===== src/rtl/csgl_pkg.sv =====
// csgl_pkg: shared types and constants for the segmented character map lookup.
// Used by csgl_ctrl, csgl_dp and cmap_segment_glyph_lookup. No dependencies.
package csgl_pkg;

    // Default table depth in 16-bit words
    localparam int TABLE_WORDS_DEF = 4096;

    // Field widths
    localparam int SEG_W   = 10;  // seg_count
    localparam int WADDR_W = 12;  // word_address
    localparam int WORD_W  = 16;  // table word, glyph id
    localparam int CODE_W  = 16;  // char_code
    // Wide enough for any table index the scan can form (max below 2^17)
    localparam int IDX_W   = 18;

    // Stream payload widths
    localparam int S_TDATA_W = 48;  // 12 + 16 + 16 = 44, padded to bytes
    localparam int M_TDATA_W = 32;

    // Request opcodes (carried on s_axis_tuser)
    localparam logic OP_WRITE  = 1'b0;
    localparam logic OP_LOOKUP = 1'b1;

    // Which table word the datapath reads
    typedef enum logic [2:0] {
        RD_END   = 3'd0,
        RD_START = 3'd1,
        RD_DELTA = 3'd2,
        RD_ROFF  = 3'd3,
        RD_GLYPH = 3'd4
    } t_rd_sel;

    // How the result is formed
    typedef enum logic [1:0] {
        RES_ZERO  = 2'd0,
        RES_MAP   = 2'd1,
        RES_GLYPH = 2'd2,
        RES_OOR   = 2'd3
    } t_res_sel;

    // Controller to datapath commands
    typedef struct packed {
        logic     mem_wr;    // store the write request's word
        logic     ld_code;   // capture lookup code
        logic     rd_en;     // issue a table read
        t_rd_sel  rd_sel;
        logic     cnt_inc;   // step to next segment
        logic     cnt_clr;   // rewind segment counter
        logic     ld_start;
        logic     ld_delta;
        logic     ld_gidx;
        logic     res_load;
        t_res_sel res_sel;
        logic     out_load;  // move result into output register
    } t_dp_cmd;

    // Datapath to controller status
    typedef struct packed {
        logic seg_zero;     // no segments configured
        logic last_seg;     // current segment is the last one
        logic code_gt_rd;   // code > word just read
        logic code_lt_rd;   // code < word just read
        logic rd_zero;      // word just read is zero
        logic gidx_oob;     // glyph index lies beyond the table
        logic out_busy;     // output register full and not being taken
    } t_dp_sts;

endpackage


===== src/rtl/csgl_ctrl.sv =====
// csgl_ctrl: state machine sequencing table writes and segment scans.
// Depends on csgl_pkg; drives csgl_dp through t_dp_cmd / t_dp_sts.
module csgl_ctrl (
    input  logic              i_clk,
    input  logic              i_rst_n,
    input  logic              i_req_valid,
    input  logic              i_req_op,
    output logic              o_req_ready,
    input  csgl_pkg::t_dp_sts i_sts,
    output csgl_pkg::t_dp_cmd o_cmd
);

    typedef enum logic [7:0] {
        S_IDLE  = 8'b0000_0001,
        S_END   = 8'b0000_0010,
        S_START = 8'b0000_0100,
        S_DELTA = 8'b0000_1000,
        S_ROFF  = 8'b0001_0000,
        S_GIDX  = 8'b0010_0000,
        S_GLYPH = 8'b0100_0000,
        S_DONE  = 8'b1000_0000
    } t_state;

    t_state r_state;
    t_state n_state;

    // State register
    always_ff @(posedge i_clk) begin
        if (!i_rst_n) begin
            r_state <= S_IDLE;
        end else begin
            r_state <= n_state;
        end
    end

    assign o_req_ready = (r_state == S_IDLE);

    // Next state and commands
    always_comb begin
        n_state = r_state;
        o_cmd   = '0;
        o_cmd.rd_sel  = csgl_pkg::RD_END;
        o_cmd.res_sel = csgl_pkg::RES_ZERO;
        case (r_state)
            S_IDLE: begin
                if (i_req_valid) begin
                    if (i_req_op == csgl_pkg::OP_WRITE) begin
                        o_cmd.mem_wr = 1'b1;
                    end else begin
                        o_cmd.ld_code = 1'b1;
                        if (i_sts.seg_zero) begin
                            o_cmd.res_load = 1'b1;
                            n_state        = S_DONE;
                        end else begin
                            // counter already at segment 0
                            o_cmd.rd_en = 1'b1;
                            n_state     = S_END;
                        end
                    end
                end
            end
            S_END: begin
                if (i_sts.code_gt_rd) begin
                    if (i_sts.last_seg) begin
                        o_cmd.res_load = 1'b1;
                        n_state        = S_DONE;
                    end else begin
                        o_cmd.cnt_inc = 1'b1;
                        o_cmd.rd_en   = 1'b1;
                        n_state       = S_END;
                    end
                end else begin
                    o_cmd.rd_en  = 1'b1;
                    o_cmd.rd_sel = csgl_pkg::RD_START;
                    n_state      = S_START;
                end
            end
            S_START: begin
                if (i_sts.code_lt_rd) begin
                    if (i_sts.last_seg) begin
                        o_cmd.res_load = 1'b1;
                        n_state        = S_DONE;
                    end else begin
                        o_cmd.cnt_inc = 1'b1;
                        o_cmd.rd_en   = 1'b1;
                        n_state       = S_END;
                    end
                end else begin
                    o_cmd.ld_start = 1'b1;
                    o_cmd.rd_en    = 1'b1;
                    o_cmd.rd_sel   = csgl_pkg::RD_DELTA;
                    n_state        = S_DELTA;
                end
            end
            S_DELTA: begin
                o_cmd.ld_delta = 1'b1;
                o_cmd.rd_en    = 1'b1;
                o_cmd.rd_sel   = csgl_pkg::RD_ROFF;
                n_state        = S_ROFF;
            end
            S_ROFF: begin
                if (i_sts.rd_zero) begin
                    o_cmd.res_load = 1'b1;
                    o_cmd.res_sel  = csgl_pkg::RES_MAP;
                    n_state        = S_DONE;
                end else begin
                    o_cmd.ld_gidx = 1'b1;
                    n_state       = S_GIDX;
                end
            end
            S_GIDX: begin
                if (i_sts.gidx_oob) begin
                    o_cmd.res_load = 1'b1;
                    o_cmd.res_sel  = csgl_pkg::RES_OOR;
                    n_state        = S_DONE;
                end else begin
                    o_cmd.rd_en  = 1'b1;
                    o_cmd.rd_sel = csgl_pkg::RD_GLYPH;
                    n_state      = S_GLYPH;
                end
            end
            S_GLYPH: begin
                o_cmd.res_load = 1'b1;
                o_cmd.res_sel  = csgl_pkg::RES_GLYPH;
                n_state        = S_DONE;
            end
            S_DONE: begin
                // wait for a free output register
                if (!i_sts.out_busy) begin
                    o_cmd.out_load = 1'b1;
                    o_cmd.cnt_clr  = 1'b1;
                    n_state        = S_IDLE;
                end
            end
            default: begin
                n_state = S_IDLE;
            end
        endcase
    end

endmodule


===== config.mk =====
export PLATFORM = sky130hd
export DESIGN_NAME = csgl_ctrl
export DESIGN_NICKNAME = d
export VERILOG_FILES = /design/src/rtl/csgl_pkg.sv /design/src/rtl/csgl_ctrl.sv
export SDC_FILE = /design/constraint.sdc
export NUM_CORES = 1
export LEC_CHECK = 0
export BUFFER_PORTS_ARGS = -buffer_cell sky130_fd_sc_hd__buf_2
export CAP_MARGIN = 0
export CORE_MARGIN = 5
export CORE_UTILIZATION = 30
export CTS_CLUSTER_SIZE = 8
export DETAILED_ROUTE_END_ITERATION = 10
export GPL_ROUTABILITY_DRIVEN = 0
export GPL_TIMING_DRIVEN = 0
export HOLD_SLACK_MARGIN = 0.03
export PLACE_DENSITY_LB_ADDON = 0.08
export SYNTH_ARGS = -nofsm -noshare
export SYNTH_HDL_FRONTEND = slang
export SYNTH_SLANG_ARGS = --single-unit

===== constraint.sdc =====
create_clock -name i_clk -period 1.6 [get_ports i_clk]
set_clock_uncertainty 0.1 [all_clocks]
set_input_delay 0.4 -clock i_clk [delete_from_list [all_inputs] [get_ports i_clk]]
set_output_delay 0.4 -clock i_clk [all_outputs]
set_load 0.01 [all_outputs]

### Yosys cells after proc, flatten, opt, wreduce, memory -nomap -nowiden

Index checks and enable logic that the tools add are counted.
W data, S select, Z words.

* reductions and logical operators: 1
* multiplexer cells: 43
* equal/unequal tests: 11

Operator list (count)
* $mux W8: 9
* $pmux W8 S8: 1
* $mux W1: 21
* $pmux W3 S4: 1
* $mux W3: 3
* $eq A8 B1 Y1 const B: 1
* $eq A8 B2 Y1 const B: 1
* $eq A8 B3 Y1 const B: 1
* $eq A8 B4 Y1 const B: 1
* $eq A8 B5 Y1 const B: 1
* $eq A8 B6 Y1 const B: 1
* $eq A8 B7 Y1 const B: 1
* $eq A8 B8 Y1 const B: 1
* $mux W2: 3
* $ne A2 B2 Y1 const B: 3
* $pmux W1 S6: 1
* $pmux W2 S3: 1
* $pmux W1 S5: 1
* $mux W4: 1
* $reduce_and A3 Y1: 1
* $pmux W1 S2: 1

* flip-flop bits (word level): 8
* output and inout bits: 16
* word-level logic and storage cells: 56

### Longest topological paths before layout

* depth after elaboration: 4
* depth in mapped cells: 6
* gate-level depth less buffers: 5

### Worst setup path after synthesis

Ideal clock, no wire load.

* path type: flip-flop to output port
* start point: reg r_state[6]
* end point: out o_cmd[12] in the netlist's numbering
* data arrival time: 1.386 ns
* buffers on the path: 1
* path slack: -0.286 ns
* stages on the path, launching flop included: 7
* path through: dfxtp_1 > buf_4 > nor4_4 > nand2_1 > nor3_2 > nor4b_1 > o31ai_1

RTL lines
* start: declaration: RTL line csgl_ctrl.sv:24 `t_state r_state;`
* start signal: assignment: RTL line csgl_ctrl.sv:32 `r_state <= n_state;`
* end: declaration: RTL line csgl_ctrl.sv:10 `output csgl_pkg::t_dp_cmd o_cmd`

==> results_dict.tcl <==
set metrics [dict create \
    outcome "finished, violations left" \
    failed_checks "negative setup slack" \
    design.portCount 27 \
    crit_family "simple AND/OR/NAND/NOR gates" \
    grt_pass1_vias 729 \
    dpl_worst_slack_ns -0.4182 \
    number_of_pins_with_negative_max_slew_slack_in_the_final_report 0 \
    worstRegToRegCells 6 \
    start_util 0.3169 \
    synth.net_count 93 \
    portion_of_synthesized_cell_area_occupied_by_the_leading_cell_type 0.2550 \
    io_buffers 26 \
    worst-endpoint-arrival_ns 1.74 \
    mostFrequentLayoutCell "buf_2" \
    max-clock-path-buffers 2 \
    synth-seq-cells 8 \
    crit_required_ns 1.10 \
    critical_path_depth 6 \
    slew_headroom 0.7426 \
    cts_made_buffers 3 \
    post_synth_edffs 0 \
    die_y_extent_um 55.76 \
    largest_registers "r_state x8" \
    min_period_over_period 1.399 \
    p_per_area_nw_per_um2 596.3 \
    min-delay-start "i_sts[2]" \
    first_pass_iters 4 \
    holdBufCountCts 0 \
    cts_max_level 1 \
    rows 16 \
    fillCellCount 182 \
    number_of_antenna_violations_at_the_first_check_in_global_routing 0 \
    final-setup-viol-count 18 \
    placed_cells 135 \
    grt_usage 0.1304 \
    timing.critical_path.buf_inv 2 \
    remaining_drc_errors 0 \
    ys_dominant_reg_cell "dfxtp_1" \
    final.setup.worst_slack_ns -0.6391 \
    netlist_area_um2 628.1 \
    grt_start_max_net_pins 10 \
    syn2layout_area_growth_pct 66.53 \
    rsz0062_at_grt "yes" \
    critical_path.slowest_cell "nor4_4" \
    worstHoldPathType "input pin to register" \
    ys_seq_area_frac 0.2550 \
    cts.clk_slew.worst_paths_ns 0.06 \
    timing.max_cap.violations 0 \
    grt_pass1_wl_um 3339 \
    clock_insertion_delay_worst_skew_ns 0.26 \
    syn_area_per_cell_um2 7.660 \
    yosysWarnings 0 \
    number_of_design_rule_violations_left_by_the_first_detailed_router_iteration 25 \
    final_nets 133 \
    half_perimeter_wire_length_after_placement_um 1452 \
    placeableCoreArea_um2 1982 \
    min_delay_path_depth 2 \
    routed_wire_per_std_cell_um 14.16 \
    crit_path_cell_trace "buf_6 > nor4_4 > nand4b_1 > nor4b_2 > o31ai_2 > buf_2" \
    yosys-top-cells-area "dfxtp_1 (25%), nor2_1 (9.0%), nand2_1 (6.6%)" \
    routed-via-count 772 \
    clock_tree.root_cell "clkbuf_4" \
    n_antenna_cell 0 \
    fp.dieArea_um2 3109 \
    critical-path-max-stage-delay_ns 0.36 \
    crit_end_category "primary output" \
    r2r_start "r_state[2]$_SDFFE_PN0P_" \
    number_of_flip_flops_under_the_largest_register_name 8 \
    mostFrequentLayoutCells "buf_2 (22), nor2_1 (12), nand2_1 (10), buf_6 (9), dfxtp_2 (8)" \
    worstMarginPinSlew_ns 0.3833 \
    timing.critical_path.fanout_max 6 \
    worstSetupPathType "register to primary output" \
    reg2reg_setup_slack_ns -0.07 \
    drt-total-wl_um 2082 \
    number_of_unique_standard_cell_types_used_by_synthesis 35 \
    final_hold_violations 0 \
    vdd_ir_drop_max_v 0.0003055 \
    final_cells 147 \
    drive_above_1_share 0.6333 \
    min_to "r_state[5]$_SDFFE_PN0P_" \
    syn_inst 82 \
    ys_async_sr_fraction 0 \
    die-width_um 55.76 \
    layout_min_cycle_time_ns 2.239 \
    post-synth-top-area-cell "dfxtp_1" \
    start_kind "register" \
    worstReg2RegEnd "r_state[0]$_SDFFE_PN1P_" \
    grt.overflow.total 0 \
    cellLeakagePower_uw 0.0004866 \
    clock_net_sink_count 8 \
    fmax_mhz 446.6 \
    clock_tree_from_tritoncts "yes" \
    registers.top_by_ff_count "r_state" \
    ant_nets 0 \
    via_per_inst 5.252 \
]
## routing by layer
| layer | up-vias | GRT usage | routed length [µm] |
|---|---|---|---|
| met4 | 0 | 0.03125 | 30 |
| met3 | 4 | 0.04640 | 148 |
| met2 | 28 | 0.2128 | 988 |
| li1 | 378 | - | - |
| met5 | - | 0 | 0 |
| met1 | 362 | 0.1625 | 915 |
## layout make-up
type / count / area, µm² / area share
Timing Repair Buffer: 35 / 234.0 / 0.2237
Buffer: 2 / 22.52 / 0.02153
Multi-Input combinational cell: 68 / 548.0 / 0.5239
Clock buffer: 3 / 22.52 / 0.02153
Inverter: 4 / 15.01 / 0.01435
Tap cell: 27 / 33.78 / 0.03230
Sequential cell: 8 / 170.2 / 0.1627
## power breakdown
part / leakage, µW / internal (µW) / switching, µW
clock: 0.0000138 / 86.7 / 82.4
sequential: 0.0000680 / 208 / 14.2
combinational: 0.000405 / 118 / 115
total: 0.000487 / 412 / 212
## logic make-up (layout without fill, tap and decap cells)
| logic type | count (synthesis) | count (layout) | share of synthesized area |
|---|---|---|---|
| AND/OR/NAND/NOR | 56 | 56 | 0.5319 |
| AO/OA/AOI/OAI | 11 | 11 | 0.1474 |
| flip-flops | 8 | 8 | 0.2550 |
| buffers and inverters | 6 | 44 | 0.04779 |
| multiplexers | 1 | 1 | 0.01793 |
## repair_timing
item | 4_1_cts | 5_1_grt
pin swaps | 10 | 8
gates resized for setup | 6 | 20
setup endpoints to repair | 18 | 19
setup buffers | 8 | 1
## worst max-delay path by stage
stage,start,end,slack [ns]
3_3_place_gp,r_state[7]$_SDFFE_PN0P_,o_cmd[12],-0.43
3_5_place_dp,r_state[7]$_SDFFE_PN0P_,o_cmd[12],-0.42
6_report,r_state[6]$_SDFFE_PN0P_,o_cmd[12],-0.64
5_1_grt,r_state[0]$_SDFFE_PN1P_,o_cmd[12],-0.67
4_1_cts,r_state[6]$_SDFFE_PN0P_,o_cmd[12],-0.60
2_1_floorplan,r_state[3]$_SDFFE_PN0P_,o_cmd[12],-0.17
## cell usage after synthesis (2+ instances only)
master    instances
and2b_1           2
dfxtp_1           8
nand4b_1          2
or2b_1            2
nor4_1            4
nor2_1           15
nand3_1           3
and2b_2           2
nand4_1           2
buf_4             2
nand2_1          11
inv_1             4
nor3_1            3
## metrics by stage
stage | power, µW | instance area [µm²] | TNS [ns] | utilization | hold WS (ns)
floorplan | 337.1 | 689.4 | -0.4719 | - | 0.3785
global route | 655.2 | 1046 | -8.815 | 0.5278 | 0.2421
detailed placement | 391.4 | 853.3 | -2.898 | 0.4306 | 0.5064
global placement | 392.5 | 853.3 | -2.937 | 0.4306 | 0.4993
finish | 623.7 | 1046 | -7.521 | 0.5278 | 0.2352
CTS | 585.3 | 954.7 | -7.513 | 0.4817 | 0.2273
Note: power is estimated with default switching activity, not from simulation.
